### src/hw/rtl/c3s1_pkg.sv
`default_nettype none
// ----------------------------------------------------------------------------
// c3s1_pkg
// Types and constants shared by the 3x3 stride-1 convolution unit.
// ----------------------------------------------------------------------------
package c3s1_pkg;

  localparam int KDIM       = 3;
  localparam int FRAC_BITS  = 8;
  localparam int PROD_W     = 32;
  localparam int VAL_W      = 16;
  localparam int CFG_IDX_W  = 3;
  localparam int CFG_DATA_W = 6;

  localparam logic [1:0] KDIM_LAST = 2'd2;

  // config register indexes
  localparam logic [CFG_IDX_W-1:0] CFG_IN_HEIGHT   = 3'd0;
  localparam logic [CFG_IDX_W-1:0] CFG_IN_WIDTH    = 3'd1;
  localparam logic [CFG_IDX_W-1:0] CFG_IN_CHANNELS = 3'd2;
  localparam logic [CFG_IDX_W-1:0] CFG_PAD_TOP     = 3'd3;
  localparam logic [CFG_IDX_W-1:0] CFG_LEFT_PAD    = 3'd4;

  typedef enum logic [1:0] {
    REQ_IMAGE   = 2'd0,
    REQ_WEIGHT  = 2'd1,
    REQ_BIAS    = 2'd2,
    REQ_COMPUTE = 2'd3
  } req_kind_t;

  typedef struct packed {
    req_kind_t          req_type;
    logic [4:0]         row;
    logic [4:0]         col;
    logic [3:0]         in_ch;
    logic [3:0]         out_ch;
    logic [1:0]         tap_row;
    logic [1:0]         tap_col;
    logic signed [15:0] value;
  } req_t;

  typedef struct packed {
    logic signed [15:0] out_value;
    logic               out_saturated;
  } res_t;

  typedef struct packed {
    logic [5:0] in_height;
    logic [5:0] in_width;
    logic [4:0] in_channels;
    logic [1:0] pad_top;
    logic [1:0] left_pad;
  } cfg_t;

  localparam cfg_t CFG_RESET = '{
    in_height:   6'd32,
    in_width:    6'd32,
    in_channels: 5'd16,
    pad_top:     2'd1,
    left_pad:    2'd1
  };

  typedef enum logic [2:0] {
    S_IDLE,
    S_LOAD,
    S_BIAS,
    S_INIT,
    S_TAP,
    S_MAC,
    S_DRAIN,
    S_ROUND
  } seq_state_t;

  typedef struct packed {
    logic init;
    logic issue;
  } mac_ctl_t;

  typedef struct packed {
    logic               busy;
    logic               saturated;
    logic signed [15:0] result;
  } mac_sts_t;

endpackage
`default_nettype wire

### src/hw/rtl/c3s1_mac.sv
`default_nettype none
// ----------------------------------------------------------------------------
// c3s1_mac
// Shared multiply-accumulate unit with Q8.8 rounding and saturation.
// ----------------------------------------------------------------------------
module c3s1_mac import c3s1_pkg::*; #(
  parameter int MAX_IN_CH = 16
) (
  input  logic               clk,
  input  logic               rst,
  input  mac_ctl_t           ctl,
  input  logic signed [15:0] img_q,
  input  logic signed [15:0] wgt_q,
  input  logic signed [15:0] bias_q,
  output mac_sts_t           sts
);

  // worst case sum of nine taps times all channels, plus sign
  localparam int ACC_W = PROD_W + $clog2(KDIM * KDIM * MAX_IN_CH + 1) + 1;
  localparam int QW    = ACC_W - FRAC_BITS;

  logic                     p1;
  logic                     p2;
  logic signed [PROD_W-1:0] prod;
  logic signed [ACC_W-1:0]  acc;
  logic signed [ACC_W-1:0]  x;
  logic        [QW-1:0]     q;
  logic                     sat_hi;
  logic                     sat_lo;

  // p1: memory data valid, p2: product valid
  always_ff @(posedge clk) begin
    if (rst) begin
      p1 <= 1'b0;
      p2 <= 1'b0;
    end else begin
      p1 <= ctl.issue;
      p2 <= p1;
    end
  end

  always_ff @(posedge clk) begin
    if (p1) begin
      prod <= img_q * wgt_q;
    end
    if (ctl.init) begin
      acc <= {{(ACC_W - VAL_W - FRAC_BITS){bias_q[15]}}, bias_q, {FRAC_BITS{1'b0}}};
    end else if (p2) begin
      acc <= acc + {{(ACC_W - PROD_W){prod[PROD_W-1]}}, prod};
    end
  end

  // floor((acc + half) / 256), then clip to 16 bits
  always_comb begin
    x      = acc + ACC_W'(1 << (FRAC_BITS - 1));
    q      = x[ACC_W-1:FRAC_BITS];
    sat_hi = !q[QW-1] && (|q[QW-2:VAL_W-1]);
    sat_lo = q[QW-1] && !(&q[QW-2:VAL_W-1]);
    sts.busy      = p1 || p2;
    sts.saturated = sat_hi || sat_lo;
    if (sat_hi) begin
      sts.result = 16'sh7fff;
    end else if (sat_lo) begin
      sts.result = 16'sh8000;
    end else begin
      sts.result = q[VAL_W-1:0];
    end
  end

endmodule
`default_nettype wire

### config.mk
export PLATFORM = sky130hd
export DESIGN_NAME = c3s1_mac
export DESIGN_NICKNAME = d
export VERILOG_FILES = /design/src/hw/rtl/c3s1_pkg.sv /design/src/hw/rtl/c3s1_mac.sv
export SDC_FILE = /design/constraint.sdc
export NUM_CORES = 1
export LEC_CHECK = 0
export BUFFER_PORTS_ARGS = -buffer_cell sky130_fd_sc_hd__buf_2
export CORE_ASPECT_RATIO = 0.8
export CORE_MARGIN = 1
export CORE_UTILIZATION = 55
export DETAILED_ROUTE_END_ITERATION = 6
export PLACE_DENSITY = 0.74
export SLEW_MARGIN = 20
export SYNTH_ARGS = -nofsm -noshare
export SYNTH_HDL_FRONTEND = slang
export SYNTH_SLANG_ARGS = --single-unit
### constraint.sdc
create_clock -name clk -period 8.86 [get_ports clk]
set_input_delay 1.772 -clock clk [delete_from_list [all_inputs] [get_ports clk]]
set_output_delay 1.772 -clock clk [all_outputs]
set_load 0.005 [all_outputs]
==> impl_metrics.env, run 1 <==
export IMPL_status="complete, no violations"
export IMPL_gp_routability_congestion=0.913
export IMPL_synthSimpleGateAreaFrac=0.162
export IMPL_cts_tree="done"
export IMPL_synth_area_leader_cell="fa_1"
export IMPL_areaGrowthSynthToFinish_pct=5.95
export IMPL_path_max_fanout=16
export IMPL_yosysSeqAreaShare=0.138
export IMPL_arrival_ps=7880
export IMPL_fin_crit_ps=7790
export IMPL_drt_iter0_drc=830
export IMPL_setup_violations=0
export IMPL_cts_resized_gates=0
export IMPL_fin_setup_tns_ps=0
export IMPL_muxShareOfSynthArea=0.00523
export IMPL_drive_gt1_frac=0.0711
export IMPL_r2r_cells=12
export IMPL_hold_viol=0
export IMPL_n_fill_cell=2398
export IMPL_dieHeight_um=152
export IMPL_worstPathCellList="buf_2 -> and2_1 -> fa_1 -> inv_1 -> fa_1 -> fa_1 -> fa_1 -> inv_1 -> fa_1 -> inv_1 -> fa_1 -> inv_1 -> ha_1 -> a21o_1 -> a21o_1 -> a21o_1 -> a2111oi_0 -> a21oi_1 -> a211o_1 -> o21ba_2 -> a31oi_1 -> o31ai_1"
export IMPL_synthDistinctLibCells=75
export IMPL_criticalPathCategory="input port to register"
export IMPL_htreeDepth=3
export IMPL_ant_nets=0
export IMPL_rsz0062_at_grt="no"
export IMPL_synth_area_per_cell_um2=9.18
export IMPL_final_setup_skew_ps=5.93
export IMPL_synth_edf_count=65
export IMPL_core_area_um2=27500
export IMPL_die_area_um2=28900
export IMPL_rr_endpoint="acc[28]$_DFFE_PP_"
export IMPL_portBuffers=69
export IMPL_cp_start_kind="input port"
export IMPL_slew_viol_final=0
export IMPL_critPathRequiredTime_ps=8950
export IMPL_firstDrtPassIters=6
export IMPL_drv_cap=0
export IMPL_critPathBufInv=5
export IMPL_cts_setup_buffers=0
export IMPL_ys_ff_latch=75
export IMPL_fmax_mhz=128
export IMPL_grt_pass1_vias=12700
export IMPL_fin_crit_sh=0.879
export IMPL_synth_compound_area_frac=0.120
export IMPL_whs_path_depth=2
export IMPL_endpoint="prod[28]$_DFFE_PP_"
export IMPL_drt_vias_per_instance=5.70
export IMPL_grt_max_degree=35
export IMPL_synthCells=1694
export IMPL_clockRootBuffer="clkbuf_16"
export IMPL_ys_async_sr_fraction=0
export IMPL_core_rowCount=54
export IMPL_n_antenna_cell=0
export IMPL_multi_input_area_um2=12000
export IMPL_fp_dieW_um=190
export IMPL_io_pins=70
export IMPL_postCtsHoldBufs=0
export IMPL_synth_top_family_by_area="adder cells"
export IMPL_r2r_start="prod[0]$_DFFE_PP_"
export IMPL_final_nets=2162
export IMPL_wl_per_cell_um=16.9
export IMPL_antenna_found_initial=0
export IMPL_synth_fa_ha_area_frac=0.438
export IMPL_clk_pin_slew_ps=70
export IMPL_vias=11900
export IMPL_cpMostUsedCell="fa_1"
export IMPL_crit_cells=22
export IMPL_syn_num_nets=2132
export IMPL_synth_xor_area_share=0.0468
export IMPL_crit_start="img_q[5]"
export IMPL_grt_pass1_wl_um=61600
export IMPL_post_route_drc_count=0
export IMPL_endpoint_kind="register"
export IMPL_hold_path_class="register to register"
export IMPL_reg2reg_slack_ps=4900
export IMPL_wirelength_um=35300
export IMPL_start_util=0.565
export IMPL_slowest_delay_ps=560
export IMPL_max_slew_margin_rel=0.327
export IMPL_dp_hpwl_um=28600
export IMPL_syn_area_um2=15500
export IMPL_cts_buffers=9
export IMPL_ys_flop_type="edfxtp_1"
export IMPL_clock_sinks=75
export IMPL_crit_path_top_delay_cell="fa_1"
export IMPL_worst_slew_pin_slew_ps=984
export IMPL_clk_path_buf_depth=2
export IMPL_synth_top_area_frac=0.339
export IMPL_synth_warnings=0
export IMPL_clk_latency_ps=340
export IMPL_grt_total_usage=0.265
export IMPL_seqCellArea_um2=2150
export IMPL_cp_top_family="adder cells"
export IMPL_final_common_cell="inv_1"
export IMPL_overflow=0
export IMPL_mostFrequentLayoutCells="316 x inv_1, 263 x fa_1, 178 x nand2_1"
export IMPL_synth_area_leaders="fa_1 34%, edfxtp_1 13%, ha_1 9.9%"
synthesized netlist by cell type (3+ instances only):
library cell,number
a22o_1,5
nor2_1,61
inv_1,316
nor4_1,5
o21ai_2,10
o21a_1,12
nor2b_1,7
a31o_2,3
or2_2,4
a311oi_1,4
o21ai_0,65
xor2_1,31
dfxtp_1,10
ha_1,123
o211ai_1,8
o21bai_1,8
nor4b_1,3
and3_1,15
a21oi_1,55
nor3_1,20
a221o_1,5
xnor2_1,52
nand4_1,11
a2111oi_0,4
a31oi_1,11
clkbuf_1,48
nand2b_1,16
mux2i_1,7
a211oi_1,12
nand2_1,178
a21o_1,34
nand3_1,24
or3_1,7
and2_1,128
fa_1,263
a211o_1,3
edfxtp_1,65
o31ai_1,13
state kept, by name (all words and copies together), names as in the netlist:
| signal | cells |
|---|---|
| p1 | 1 |
| acc | 41 |
| prod | 32 |
| p2 | 1 |
how the worst min path moves through the flow:
stage	startpoint	endpoint	slack, ps
5_1_grt	acc[3]$_SDFFE_PP0P_	acc[3]$_SDFFE_PP0P_	530
3_5_place_dp	acc[1]$_SDFFE_PP0P_	acc[1]$_SDFFE_PP0P_	490
4_1_cts	acc[1]$_SDFFE_PP0P_	acc[1]$_SDFFE_PP0P_	500
6_report	acc[1]$_SDFFE_PP0P_	acc[1]$_SDFFE_PP0P_	500
2_1_floorplan	acc[0]$_SDFFE_PP0P_	acc[0]$_SDFFE_PP0P_	460
3_3_place_gp	acc[3]$_SDFFE_PP0P_	acc[3]$_SDFFE_PP0P_	480
stage by stage:
stage | setup slack (ps) | utilization | instance area [µm²] | std cells | hold WS (ps)
final | 1070 | 0.599 | 16500 | 2093 | 499
after global routing | 641 | 0.599 | 16500 | 2093 | 533
after CTS | 1040 | 0.599 | 16500 | 2093 | 499
after detailed placement | 670 | 0.588 | 16200 | 2077 | 489
after global placement | 818 | 0.588 | 16200 | 2077 | 479
after floorplan | 1220 | - | 15500 | 1694 | 465
layer usage:
layer,vias to the layer above,wire (µm),GRT usage,share of wire
met1,5963,15300,0.359,0.43
met4,0,992,0.0841,0.028
li1,5531,-,-,-
met5,-,0,0,0
met2,366,17200,0.444,0.49
met3,75,1830,0.0322,0.052
cell type report:
| type | instances | area share |
|---|---|---|
| inverters | 316 | 0.0720 |
| repair buffers | 73 | 0.0228 |
| clock inverters | 7 | 0.00517 |
| well taps | 364 | 0.0277 |
| flip-flops and latches | 75 | 0.131 |
| multi-input cells | 1249 | 0.728 |
| clock buffers | 9 | 0.0137 |
worst min-delay path: cells and delay by family, from the launching register on:
| kind | cells | cell delay, ps |
|---|---|---|
| AO/OA/AOI/OAI | 1 | 40 |
| flip-flops | 1 | 330 |
| AND/OR/NAND/NOR | 1 | 80 |
kinds of logic after synthesis:
kind of cell               count (synthesis)
and+or+nand+nor                          496
buffers and inverters                    370
DFF                                       75
muxes                                      8
xor gates and xnor gates                  83
AOI/OAI and AO/OA                        276
adders and majority gates                386
Power of run 1 is not shown: default switching activity piles up to over one toggle a cycle in this logic, so the estimate is an artifact.
==> run 2: changes to the inputs <==
Settings changed: PLACE_DENSITY 0.74 to 0.77.
==> impl_metrics.env, run 2 (synthesized netlist as in run 1, its figures left out) <==
export IMPL_cp_top_family="adder cells"
export IMPL_core_rowCount=54
export IMPL_wl_per_cell_um=17.1
export IMPL_postCtsHoldBufs=0
export IMPL_hold_path_class="register to register"
export IMPL_wirelength_um=35800
export IMPL_grt_total_usage=0.265
export IMPL_fin_cells=2093
export IMPL_die_area_um2=28900
export IMPL_status="complete, no violations"
export IMPL_criticalPathCategory="input port to register"
export IMPL_path_max_fanout=16
export IMPL_n_antenna_cell=0
export IMPL_ant_nets=0
export IMPL_cp_start_kind="input port"
export IMPL_fin_crit_sh=0.884
export IMPL_overflow=0
export IMPL_drt_vias_per_instance=5.74
export IMPL_critPathBufInv=5
export IMPL_portBuffers=69
export IMPL_clock_sinks=75
export IMPL_areaGrowthSynthToFinish_pct=5.80
export IMPL_htreeDepth=3
export IMPL_dieHeight_um=152
export IMPL_worstPathCellList="buf_2 -> and2_1 -> fa_1 -> inv_1 -> fa_1 -> inv_1 -> fa_1 -> fa_1 -> fa_1 -> inv_1 -> fa_1 -> inv_1 -> ha_1 -> and3_1 -> a22oi_1 -> o211ai_1 -> a41oi_1 -> o21a_1 -> o21ai_0 -> a221o_1 -> a21oi_1 -> xnor2_1"
export IMPL_setup_ws_ps=1030
export IMPL_clk_latency_ps=350
export IMPL_fin_setup_tns_ps=0
export IMPL_grt_max_degree=35
export IMPL_fmax_mhz=128
export IMPL_gp_routability_congestion=0.934
export IMPL_multi_input_area_um2=12000
export IMPL_slowest_delay_ps=550
export IMPL_cts_resized_gates=0
export IMPL_largest_register="acc"
export IMPL_worst_slew_pin_slew_ps=890
export IMPL_hold_viol=0
export IMPL_final_common_cell="inv_1"
export IMPL_mostFrequentLayoutCells="316 x inv_1, 263 x fa_1, 178 x nand2_1"
export IMPL_final_setup_skew_ps=12.1
export IMPL_critPathRequiredTime_ps=8940
export IMPL_endpoint_kind="register"
export IMPL_reg_top3="acc: 41 flops, prod: 32 flops"
export IMPL_final_nets=2162
export IMPL_clk_path_buf_depth=2
export IMPL_drive_gt1_frac=0.0711
export IMPL_rsz0062_at_grt="no"
export IMPL_drv_cap=0
export IMPL_drt_iter0_drc=724
export IMPL_grt_pass1_vias=13000
export IMPL_cts_tree="done"
export IMPL_post_route_drc_count=0
export IMPL_arrival_ps=7910
export IMPL_start_util=0.565
export IMPL_core_area_um2=27500
export IMPL_dp_cells=2077
export IMPL_holdWs_ps=504
export IMPL_max_slew_margin_rel=0.407
export IMPL_n_fill_cell=2350
export IMPL_cts_setup_buffers=0
export IMPL_dp_hpwl_um=28800
export IMPL_firstDrtPassIters=5
export IMPL_vias=12000
export IMPL_antenna_found_initial=0
export IMPL_seqCellArea_um2=2150
export IMPL_slew_viol_final=0
export IMPL_fp_dieW_um=190
export IMPL_place_ws_ps=719
export IMPL_cts_buffers=9
export IMPL_fin_crit_ps=7830
export IMPL_clk_pin_slew_ps=70
export IMPL_largest_reg_flops=41
export IMPL_crit_path_top_delay_cell="fa_1"
export IMPL_setup_violations=0
export IMPL_io_pins=70
export IMPL_cpMostUsedCell="fa_1"
export IMPL_grt_pass1_wl_um=61700
export IMPL_clockRootBuffer="clkbuf_16"
==> run 2: path summary, 6_finish.rpt <==
check             slack, ps                  end           startpoint  cells past startpoint
hold / removal          500  acc[3]$_SDFFE_PP0P_  acc[3]$_SDFFE_PP0P_                      2
setup / recovery       1030   prod[31]$_DFFE_PP_            wgt_q[10]                     22
hold reg to reg         500  acc[3]$_SDFFE_PP0P_  acc[3]$_SDFFE_PP0P_                      2
setup reg to reg       5050    acc[34]$_DFFE_PP_     acc[8]$_DFFE_PP_                     10
==> run 2: area by class of cell <==
class | instances | area share
clock inverters | 7 | 0.00373
flip-flops and latches | 75 | 0.131
inverters | 316 | 0.0721
repair buffers | 73 | 0.0228
multi-input cells | 1249 | 0.729
clock buffers | 9 | 0.0137
well taps | 364 | 0.0277
==> run 2: metrics by stage <==
stage	cell area [µm²]	util
after floorplan	15500	-
after global placement	16200	0.588
after detailed placement	16200	0.588
after CTS	16400	0.598
after global routing	16400	0.598
final	16400	0.598
==> run 2: layer usage <==
metal | part of all wire | track usage | vias up | wire length [µm]
li1 | - | - | 5538 | -
met1 | 0.42 | 0.340 | 6026 | 15100
met2 | 0.50 | 0.464 | 374 | 17800
met3 | 0.055 | 0.0382 | 70 | 1980
met4 | 0.025 | 0.0753 | 0 | 888
met5 | 0 | 0 | - | 0
==> run 2: worst reg2reg max path, delay by kind of cell, from the launching register on <==
family	cells	cell delay [ps]
AOI/OAI and AO/OA	7	2390
DFF	1	450
muxes	1	240
adders and majority gates	1	360
and+or+nand+nor	1	90
Power of run 2 is left out for the same reason.
