### src/hw/rtl/c3s1_pkg.sv
`default_nettype none
// ----------------------------------------------------------------------------
// c3s1_pkg
// Types and constants shared by the 3x3 stride-1 convolution unit.
// ----------------------------------------------------------------------------
package c3s1_pkg;

  localparam int KDIM       = 3;
  localparam int FRAC_BITS  = 8;
  localparam int PROD_W     = 32;
  localparam int VAL_W      = 16;
  localparam int CFG_IDX_W  = 3;
  localparam int CFG_DATA_W = 6;

  localparam logic [1:0] KDIM_LAST = 2'd2;

  // config register indexes
  localparam logic [CFG_IDX_W-1:0] CFG_IN_HEIGHT   = 3'd0;
  localparam logic [CFG_IDX_W-1:0] CFG_IN_WIDTH    = 3'd1;
  localparam logic [CFG_IDX_W-1:0] CFG_IN_CHANNELS = 3'd2;
  localparam logic [CFG_IDX_W-1:0] CFG_PAD_TOP     = 3'd3;
  localparam logic [CFG_IDX_W-1:0] CFG_LEFT_PAD    = 3'd4;

  typedef enum logic [1:0] {
    REQ_IMAGE   = 2'd0,
    REQ_WEIGHT  = 2'd1,
    REQ_BIAS    = 2'd2,
    REQ_COMPUTE = 2'd3
  } req_kind_t;

  typedef struct packed {
    req_kind_t          req_type;
    logic [4:0]         row;
    logic [4:0]         col;
    logic [3:0]         in_ch;
    logic [3:0]         out_ch;
    logic [1:0]         tap_row;
    logic [1:0]         tap_col;
    logic signed [15:0] value;
  } req_t;

  typedef struct packed {
    logic signed [15:0] out_value;
    logic               out_saturated;
  } res_t;

  typedef struct packed {
    logic [5:0] in_height;
    logic [5:0] in_width;
    logic [4:0] in_channels;
    logic [1:0] pad_top;
    logic [1:0] left_pad;
  } cfg_t;

  localparam cfg_t CFG_RESET = '{
    in_height:   6'd32,
    in_width:    6'd32,
    in_channels: 5'd16,
    pad_top:     2'd1,
    left_pad:    2'd1
  };

  typedef enum logic [2:0] {
    S_IDLE,
    S_LOAD,
    S_BIAS,
    S_INIT,
    S_TAP,
    S_MAC,
    S_DRAIN,
    S_ROUND
  } seq_state_t;

  typedef struct packed {
    logic init;
    logic issue;
  } mac_ctl_t;

  typedef struct packed {
    logic               busy;
    logic               saturated;
    logic signed [15:0] result;
  } mac_sts_t;

endpackage
`default_nettype wire

### src/hw/rtl/c3s1_ifs.sv
`default_nettype none
// ----------------------------------------------------------------------------
// c3s1 channel interfaces
// Valid/ready request and result channels of the convolution unit.
// ----------------------------------------------------------------------------
interface c3s1_req_if import c3s1_pkg::*; ();
  logic valid;
  logic ready;
  req_t data;

  modport source (output valid, output data, input ready);
  modport sink   (input valid, input data, output ready);
endinterface

interface c3s1_res_if import c3s1_pkg::*; ();
  logic valid;
  logic ready;
  res_t data;

  modport source (output valid, output data, input ready);
  modport sink   (input valid, input data, output ready);
endinterface
`default_nettype wire

### src/hw/rtl/c3s1_seq.sv
`default_nettype none
// ----------------------------------------------------------------------------
// c3s1_seq
// Request sequencer: loads, tap/channel walk for compute, result register.
// ----------------------------------------------------------------------------
module c3s1_seq import c3s1_pkg::*; #(
  parameter int MAX_HEIGHT = 32,
  parameter int MAX_WIDTH  = 32,
  parameter int MAX_IN_CH  = 16,
  parameter int MAX_OUT_CH = 16,
  parameter int IMG_AW     = 14,
  parameter int WGT_AW     = 12
) (
  input  logic              clk,
  input  logic              rst,
  input  cfg_t              cfg,
  c3s1_req_if.sink          req,
  c3s1_res_if.source        rsp,
  output logic              store_load,
  output req_t              req_q,
  output logic [IMG_AW-1:0] img_rd_addr,
  output logic [WGT_AW-1:0] wgt_rd_addr,
  output mac_ctl_t          mac_ctl,
  input  mac_sts_t          mac_sts
);

  localparam int IC_CW = $clog2(MAX_IN_CH + 1);

  seq_state_t        state;
  seq_state_t        state_next;
  logic [1:0]        kh;
  logic [1:0]        kw;
  logic [IC_CW-1:0]  ch;
  logic [IMG_AW-1:0] img_base;
  logic [WGT_AW-1:0] wgt_base;

  logic [8:0]        h_eff;
  logic [8:0]        w_eff;
  logic [IC_CW-1:0]  nc_eff;
  logic [8:0]        ih_p;
  logic [8:0]        iw_p;
  logic [8:0]        ih;
  logic [8:0]        iw;
  logic              tap_ok;
  logic              tap_last;
  logic              ch_last;
  logic              oc_bad;
  logic              accept;
  logic              res_load;

  always_comb begin
    h_eff  = (int'(cfg.in_height) > MAX_HEIGHT) ? 9'(MAX_HEIGHT) : 9'(cfg.in_height);
    w_eff  = (int'(cfg.in_width) > MAX_WIDTH) ? 9'(MAX_WIDTH) : 9'(cfg.in_width);
    nc_eff = (int'(cfg.in_channels) > MAX_IN_CH) ? IC_CW'(MAX_IN_CH)
                                                  : IC_CW'(cfg.in_channels);
    // positions before padding is taken off, so no negative values arise
    ih_p   = 9'(req_q.row) + 9'(kh);
    iw_p   = 9'(req_q.col) + 9'(kw);
    ih     = ih_p - 9'(cfg.pad_top);
    iw     = iw_p - 9'(cfg.left_pad);
    tap_ok = (ih_p >= 9'(cfg.pad_top)) && (ih < h_eff)
             && (iw_p >= 9'(cfg.left_pad)) && (iw < w_eff)
             && (nc_eff != '0);
    tap_last = (kh == KDIM_LAST) && (kw == KDIM_LAST);
    ch_last  = (ch == nc_eff - IC_CW'(1));
    oc_bad   = int'(req_q.out_ch) >= MAX_OUT_CH;
    img_rd_addr = img_base + IMG_AW'(ch);
    wgt_rd_addr = wgt_base + WGT_AW'(ch);
  end

  always_ff @(posedge clk) begin
    if (rst) begin
      state <= S_IDLE;
    end else begin
      state <= state_next;
    end
  end

  always_comb begin
    state_next    = state;
    req.ready     = 1'b0;
    store_load    = 1'b0;
    mac_ctl.init  = 1'b0;
    mac_ctl.issue = 1'b0;
    res_load      = 1'b0;
    unique case (state)
      S_IDLE: begin
        req.ready = 1'b1;
        if (req.valid) begin
          state_next = (req.data.req_type == REQ_COMPUTE) ? S_BIAS : S_LOAD;
        end
      end
      S_LOAD: begin
        store_load = 1'b1;
        state_next = S_IDLE;
      end
      S_BIAS: begin
        state_next = oc_bad ? S_ROUND : S_INIT;
      end
      S_INIT: begin
        mac_ctl.init = 1'b1;
        state_next   = S_TAP;
      end
      S_TAP: begin
        if (tap_ok) begin
          state_next = S_MAC;
        end else if (tap_last) begin
          state_next = S_DRAIN;
        end
      end
      S_MAC: begin
        mac_ctl.issue = 1'b1;
        if (ch_last) begin
          state_next = tap_last ? S_DRAIN : S_TAP;
        end
      end
      S_DRAIN: begin
        if (!mac_sts.busy) begin
          state_next = S_ROUND;
        end
      end
      S_ROUND: begin
        // hold the result until the output register is free
        if (!rsp.valid || rsp.ready) begin
          res_load   = 1'b1;
          state_next = S_IDLE;
        end
      end
      default: begin
        state_next = S_IDLE;
      end
    endcase
  end

  assign accept = req.valid && req.ready;

  always_ff @(posedge clk) begin
    if (accept) begin
      req_q <= req.data;
    end
    if (state == S_INIT) begin
      kh <= '0;
      kw <= '0;
    end else if ((state == S_TAP && !tap_ok) || (state == S_MAC && ch_last)) begin
      kw <= (kw == KDIM_LAST) ? 2'd0 : kw + 2'd1;
      kh <= (kw == KDIM_LAST) ? kh + 2'd1 : kh;
    end
    if (state == S_TAP) begin
      ch       <= '0;
      img_base <= IMG_AW'((int'(ih) * MAX_WIDTH + int'(iw)) * MAX_IN_CH);
      wgt_base <= WGT_AW'(((int'(req_q.out_ch) * KDIM + int'(kh)) * KDIM + int'(kw))
                          * MAX_IN_CH);
    end else if (state == S_MAC) begin
      ch <= ch + IC_CW'(1);
    end
  end

  always_ff @(posedge clk) begin
    if (rst) begin
      rsp.valid <= 1'b0;
    end else if (res_load) begin
      rsp.valid <= 1'b1;
    end else if (rsp.ready) begin
      rsp.valid <= 1'b0;
    end
  end

  always_ff @(posedge clk) begin
    if (res_load) begin
      if (oc_bad) begin
        rsp.data <= '0;
      end else begin
        rsp.data.out_value     <= mac_sts.result;
        rsp.data.out_saturated <= mac_sts.saturated;
      end
    end
  end

endmodule
`default_nettype wire

### src/flat_wrapper.sv
// flat-port wrapper written by rule: the top's interface ports become plain ports
module c3s1_seq_flat import c3s1_pkg::*;
#(
  parameter int MAX_HEIGHT = 32,
  parameter int MAX_WIDTH  = 32,
  parameter int MAX_IN_CH  = 16,
  parameter int MAX_OUT_CH = 16,
  parameter int IMG_AW     = 14,
  parameter int WGT_AW     = 12
)
  (clk, rst, cfg, store_load, req_q, img_rd_addr, wgt_rd_addr, mac_ctl, mac_sts, req_valid, req_data, req_ready, rsp_valid, rsp_data, rsp_ready);
  c3s1_req_if req_i ();
  c3s1_res_if rsp_i ();
  input  logic clk;
  input  logic rst;
  input  cfg_t cfg;
  output logic store_load;
  output req_t req_q;
  output logic [IMG_AW-1:0] img_rd_addr;
  output logic [WGT_AW-1:0] wgt_rd_addr;
  output mac_ctl_t mac_ctl;
  input  mac_sts_t mac_sts;
  input wire logic [$bits(req_i.valid)-1:0] req_valid;
  input wire logic [$bits(req_i.data)-1:0] req_data;
  output wire logic [$bits(req_i.ready)-1:0] req_ready;
  output wire logic [$bits(rsp_i.valid)-1:0] rsp_valid;
  output wire logic [$bits(rsp_i.data)-1:0] rsp_data;
  input wire logic [$bits(rsp_i.ready)-1:0] rsp_ready;
  assign req_i.valid = req_valid;
  assign req_i.data = req_data;
  assign req_ready = req_i.ready;
  assign rsp_valid = rsp_i.valid;
  assign rsp_data = rsp_i.data;
  assign rsp_i.ready = rsp_ready;
  c3s1_seq #(.MAX_HEIGHT(MAX_HEIGHT), .MAX_WIDTH(MAX_WIDTH), .MAX_IN_CH(MAX_IN_CH), .MAX_OUT_CH(MAX_OUT_CH), .IMG_AW(IMG_AW), .WGT_AW(WGT_AW)) u_core (.clk(clk), .rst(rst), .cfg(cfg), .req(req_i), .rsp(rsp_i), .store_load(store_load), .req_q(req_q), .img_rd_addr(img_rd_addr), .wgt_rd_addr(wgt_rd_addr), .mac_ctl(mac_ctl), .mac_sts(mac_sts));
endmodule
### config.mk
export PLATFORM = sky130hd
export DESIGN_NAME = c3s1_seq_flat
export DESIGN_NICKNAME = d
export VERILOG_FILES = /design/src/hw/rtl/c3s1_pkg.sv /design/src/hw/rtl/c3s1_ifs.sv /design/src/hw/rtl/c3s1_seq.sv /design/src/flat_wrapper.sv
export SDC_FILE = /design/constraint.sdc
export NUM_CORES = 1
export LEC_CHECK = 0
export BUFFER_PORTS_ARGS = -buffer_cell sky130_fd_sc_hd__buf_2
export CAP_MARGIN = 20
export CELL_PAD_IN_SITES_DETAIL_PLACEMENT = 1
export CELL_PAD_IN_SITES_GLOBAL_PLACEMENT = 1
export CORE_MARGIN = 2
export CORE_UTILIZATION = 40
export CTS_BUF_LIST = sky130_fd_sc_hd__clkbuf_4
export DETAILED_ROUTE_END_ITERATION = 12
export PLACE_DENSITY = 0.81
export SYNTH_ARGS = -nofsm -noshare
export SYNTH_HDL_FRONTEND = slang
export SYNTH_SLANG_ARGS = --single-unit
### constraint.sdc
create_clock -name clk -period 4.3 [get_ports clk]
set_input_delay 0.43 -clock clk [delete_from_list [all_inputs] [get_ports clk]]
set_output_delay 0.43 -clock clk [all_outputs]
set_load 0.05 [all_outputs]
==> impl_metrics.ini, run 1 <==
[cells_and_area]
drive_gt1_frac = 0.336
num_antenna_cells = 0
layout_commonest_cell = buf_2
syn_to_final_growth_pct = 21.8
final_cell_mix = buf_2, edfxtp_1, ha_1
design_area_um2 = 6180
fin_nets = 736

[floorplan]
num_io_pins = 171
core_area_um2 = 12500
rows = 41
die_area_um2 = 13600
initial_core_util = 0.405
die_w_um = 117
die_y_um = 117

[critical_path]
cp_cell_sequence = ha_1 -> fa_1 -> inv_1 -> fa_1 -> a31o_1 -> o31ai_1 -> o21ai_1 -> xnor2_1 -> ha_1 -> inv_1 -> a221oi_2 -> o31ai_2 -> a211oi_1 -> a211o_1
r2r_slack_ns = 0.42
cp_data_required_time_ns = 4.65
cp_max_fo = 4
rr_worst_depth = 14
worst_path_max_delay_cell = fa_1
start_kind = flip-flop
crit_type = flip-flop to flip-flop
end_kind = flip-flop
critPathBufInv = 2
path_depth = 14
cpPeakStageDelay_ns = 0.53
cp.arrival_ns = 4.24
cpLargestDelayFamily = adder cells

[placed_design]
port_buffers = 170
routabilityCongestion = 0.862
place_area_um2 = 6060
dpl.hpwl_um = 10000

[timing]
final.setup.tns_ns = 0
fin_crit_sh = 0.903
fin_crit_ns = 3.88
clock.fmax_mhz = 258
slew_viol_final = 0
finalSetupViolCount = 0
slew_headroom = 0.358
fin_worst_skew_ns = 0.0109
tightest_slew_ns = 0.963
hold_viol_final = 0
rsz0062_at_grt = no

[clock_tree]
clockRootBuffer = clkbuf_4
clock_sinks = 88
numCtsBuffers = 9
clk_latency_ns = 0.45
clk_pin_slew_ns = 0.14
cts.repair.resized = 0
tritoncts = yes
cts_max_level = 3
cts_buffer_depth = 2
hold_buffers = 0
post_cts.repair.setup_buffers = 0

[yosys]
async_flop_share = 0
synthAdderAreaFrac = 0.162
yosys_most_used_dff = edfxtp_1
ys_seq_elements = 88
synth_xor_area_frac = 0.0787
ys_seq_area_frac = 0.495
yosysTopAreaCell = edfxtp_1
avgSynthCellArea_um2 = 11.9
synth_cell_type_count = 63
yosys_warnings = 0
synthTopCellsByArea = edfxtp_1, ha_1, dfxtp_1
syn_inst = 425
synth_top_family_by_area = adder cells
synth_simple_gate_area_share = 0.112
synth_edf_count = 75
synth_area_um2 = 5070
synth_compound_area_frac = 0.0992
synth_top_area_frac = 0.444
synthMuxAreaShare = 0.0121
syn-num-nets = 568

[hold_path]
min_path_type = input port to flip-flop
holdPathStages = 1

[grt]
grt-ovfl-total = 0
grt_use_total = 0.184
grt_pass1_vias = 4078
grt_pass1_wl_um = 19400
grt_max_degree = 41
grt_antenna_before_repair = 0

[run_status]
status = finished clean

[drt]
wl_per_cell_um = 15.8
dr_total_vias = 3858
firstDrtPassIters = 4
via_per_inst = 5.01
drtAntennaViolNets = 0
drtIter0Drc = 107
drc = 0
finalWirelength_um = 12100

[flow_run]
max_cap_violations = 0

[power_and_ir_drop]
ir_worst_vdd_mv = 0.227
cellPowerDensity_nw_per_um2 = 562
p_leak_nw = 2.77
## per-layer routing
| layer | vias up | global-route usage | part of all wire |
|---|---|---|---|
| li1 | 1896 | - | - |
| met1 | 1829 | 0.212 | 0.42 |
| met2 | 120 | 0.326 | 0.49 |
| met3 | 13 | 0.0545 | 0.075 |
| met4 | 0 | 0.0682 | 0.016 |
| met5 | - | 0 | 0 |
## area by class of cell
cell class / instances / area [um^2]
well taps: 172 / 215
flip-flops and latches: 88 / 2510
inverters: 30 / 113
repair buffers: 172 / 866
clock buffers: 10 / 75.1
fillers: 1430 / 6340
multi-input cells: 292 / 2350
clock inverters: 6 / 43.8
## power by group
part	leakage (nW)	internal (mW)	switching, mW	total [mW]
clock	0.0567	0.126	0.296	0.422
sequential	0.804	1.10	0.0780	1.18
combinational	1.91	0.763	1.10	1.87
total	2.77	1.99	1.48	3.47
## path summary, 6_finish.rpt
path,startpoint,to
hold / removal,req_data[7],u_core.req_q[7]$_DFFE_PP_
setup / recovery,u_core.req_q[33]$_DFFE_PP_,u_core.state[1]$_SDFFE_PP0P_
setup reg to reg,u_core.req_q[33]$_DFFE_PP_,u_core.state[1]$_SDFFE_PP0P_
hold reg to reg,u_core.kh[0]$_SDFFE_PP0P_,u_core.kh[0]$_SDFFE_PP0P_
## state kept, by name, indices dropped and copies added (netlist names)
name              count
u_core.state          3
u_core.img_base      10
u_core.kw             2
u_core.kh             2
u_core.req_q         40
u_core.rsp.data      17
u_core.wgt_base       8
u_core.ch             5
u_core.rsp.valid      1
## per-stage QoR
stage / std cells / setup slack [ns] / power (mW) / util / hold WS (ns)
after CTS: 770 / 0.419 / 3.51 / 0.494 / 0.104
after global placement: 754 / 0.613 / 2.96 / 0.484 / 0.513
after global routing: 770 / 0.168 / 3.78 / 0.494 / 0.102
after detailed placement: 754 / 0.461 / 3.06 / 0.484 / 0.531
after floorplan: 425 / 0.438 / 2.60 / - / 0.474
final: 770 / 0.417 / 3.47 / 0.494 / 0.139
## cell families after synthesis
family          count (synthesis)
xor+xnor                       43
mux                             6
compound gates                 70
flops                          88
fa+ha+maj                      61
simple gates                  112
buf+inv                        45
## Yosys cell counts, drive strengths merged (3+ instances only)
master,instances
buf,10
inv,30
and3,4
mux2i,5
ha,52
xnor2,27
edfxtp,75
a21oi,14
nand2,30
o21bai,3
o21ai,11
a21o,7
nand2b,4
dfxtp,13
nor2b,5
nor2,22
and2,3
a31oi,5
a211oi,4
nor3,11
fa,8
xor2,16
nand3,18
clkbuf,5
o211ai,4
No activity file was read; power rests on OpenSTA's default activity.
==> inputs of run 2 (changes only) <==
--- a/config.mk
+++ b/config.mk
@@ -5,7 +5,7 @@
 export SDC_FILE = /design/constraint.sdc
 export NUM_CORES = 1
 export LEC_CHECK = 0
-export BUFFER_PORTS_ARGS = -buffer_cell sky130_fd_sc_hd__buf_2
+export BUFFER_PORTS_ARGS = -buffer_cell sky130_fd_sc_hd__clkbuf_2
 export CAP_MARGIN = 20
 export CELL_PAD_IN_SITES_DETAIL_PLACEMENT = 1
 export CELL_PAD_IN_SITES_GLOBAL_PLACEMENT = 1
==> run 2 against run 1 <==
  * Clock skew about the same
  * Clock-buffer cell count fell by 1
  * Cell count is the same
  * Setup slack improved by 0.0020 ns
  * Global-route usage down 0.10 points
  * First-iteration DRC count fell by 7.5%
  * Die area is the same
  * Via count grew 1.4%
  * Critical path type unchanged
==> impl_metrics.ini, run 2 (synthesis results as in run 1) <==
[critical_path]
cp_cell_sequence = ha_1 -> fa_1 -> inv_1 -> fa_1 -> a31o_1 -> o31ai_1 -> o21ai_1 -> xnor2_1 -> ha_1 -> inv_1 -> nor3_1 -> o31ai_2 -> a221o_2 -> mux2i_1
r2r_start = u_core.req_q[33]$_DFFE_PP_
start_kind = flip-flop
cp_max_fo = 4
end_kind = flip-flop
crit_type = flip-flop to flip-flop
cp.arrival_ns = 4.22
worst_path_max_delay_cell = fa_1
cpPeakStageDelay_ns = 0.51
cp_data_required_time_ns = 4.64
worst_setup_path_startpoint = u_core.req_q[33]$_DFFE_PP_

[placed_design]
numPlacedInstances = 754
routabilityCongestion = 0.859
port_buffers = 170
place_area_um2 = 6060
dpl.hpwl_um = 10000

[hold_path]
min_path_type = input port to flip-flop
min-delay-start = mac_sts[12]

[flow_run]
max_cap_violations = 0

[grt]
grt_max_degree = 41
grt_use_total = 0.183
grt_pass1_wl_um = 19400
use_met3 = 0.0618
grt_pass1_vias = 4049
use_met2 = 0.328
grt_antenna_before_repair = 0
grt-ovfl-total = 0
grtUsageMet1 = 0.210
grt_busiest_layer = met2

[clock_tree]
cts.repair.resized = 0
hold_buffers = 0
tritoncts = yes
numCtsBuffers = 9
clk_latency_ns = 0.44
clockRootBuffer = clkbuf_4
post_cts.repair.setup_buffers = 0
cts_max_level = 3
cts_buffer_depth = 2
clk_pin_slew_ns = 0.15
clock_sinks = 88

[floorplan]
num_io_pins = 171
die_area_um2 = 13600
die_w_um = 117
rows = 41
core_area_um2 = 12500
initial_core_util = 0.405
die_y_um = 117

[timing]
hold_viol_final = 0
finalSetupViolCount = 0
fin_crit_sh = 0.903
holdWs_ns = 0.148
fin_crit_ns = 3.88
tightest_slew_ns = 0.942
slew_viol_final = 0
fin_worst_skew_ns = 0.0113
final.setup.tns_ns = 0
rsz0062_at_grt = no
slew_headroom = 0.372
clock.fmax_mhz = 258

[cells_and_area]
final_cell_mix = clkbuf_2, edfxtp_1, ha_1
reg_top3 = u_core.req_q (40), u_core.rsp.data (17), u_core.img_base (10)
final_cells = 770
nFillCells = 1418
fin_nets = 736
design_area_um2 = 6210
largest_register_ffs = 40
syn_to_final_growth_pct = 22.3
drive_gt1_frac = 0.336
num_antenna_cells = 0
top_register = u_core.req_q
layout_commonest_cell = clkbuf_2

[drt]
drtIter0Drc = 99
via_per_inst = 5.08
wl_per_cell_um = 15.9
finalWirelength_um = 12200
drc = 0
drtAntennaViolNets = 0
firstDrtPassIters = 4
dr_total_vias = 3913

[run_status]
status = finished clean

[power_and_ir_drop]
p_leak_nw = 2.82
p_total_mw = 3.54
cellPowerDensity_nw_per_um2 = 571
ir_worst_vdd_mv = 0.263
[run 2: final timing paths]
| path | endpoint | slack (ns) | cells after the start |
|---|---|---|---|
| worst max-delay path | u_core.kw[1]$_SDFFE_PP0P_ | 0.42 | 14 |
| worst min-delay path | u_core.rsp.data[13]$_DFFE_PP_ | 0.15 | 1 |
| worst max register to register | u_core.kw[1]$_SDFFE_PP0P_ | 0.42 | 14 |
| worst min register to register | u_core.kw[0]$_SDFFE_PP0P_ | 0.55 | 2 |
[run 2: power by group]
group	total, mW	leakage (nW)	internal [mW]	switching [mW]
Sequential	1.18	0.804	1.10	0.0782
Combinational	1.87	1.94	0.758	1.11
Clock	0.491	0.0761	0.184	0.308
[run 2: layout make-up]
type,instances,area [um^2],area share
multi-input cells,292,2350,0.379
flip-flops and latches,88,2510,0.405
inverters,30,113,0.0181
clock inverters,7,78.8,0.0127
well taps,172,215,0.0347
clock buffers,9,67.6,0.0109
repair buffers,172,866,0.140
[run 2: routing by layer]
layer	wire length (um)	vias to the layer above
met5	0	-
met4	115	0
met3	975	8
met2	6050	137
met1	5070	1878
li1	-	1890
[run 2: worst max-delay path, delay by kind of cell, from the launching register on]
family	cells	cell delay, ns
flops	1	0.45
buf+inv	2	0.12
xor+xnor	1	0.35
compound gates	5	0.94
simple gates	1	0.30
fa+ha+maj	4	1.47
mux	1	0.13
[run 2: through the flow]
stage / util / setup WS (ns)
2_1_floorplan: - / 0.438
3_3_place_gp: 0.484 / 0.610
3_5_place_dp: 0.484 / 0.420
4_1_cts: 0.496 / 0.389
5_1_grt: 0.496 / 0.132
6_report: 0.496 / 0.419
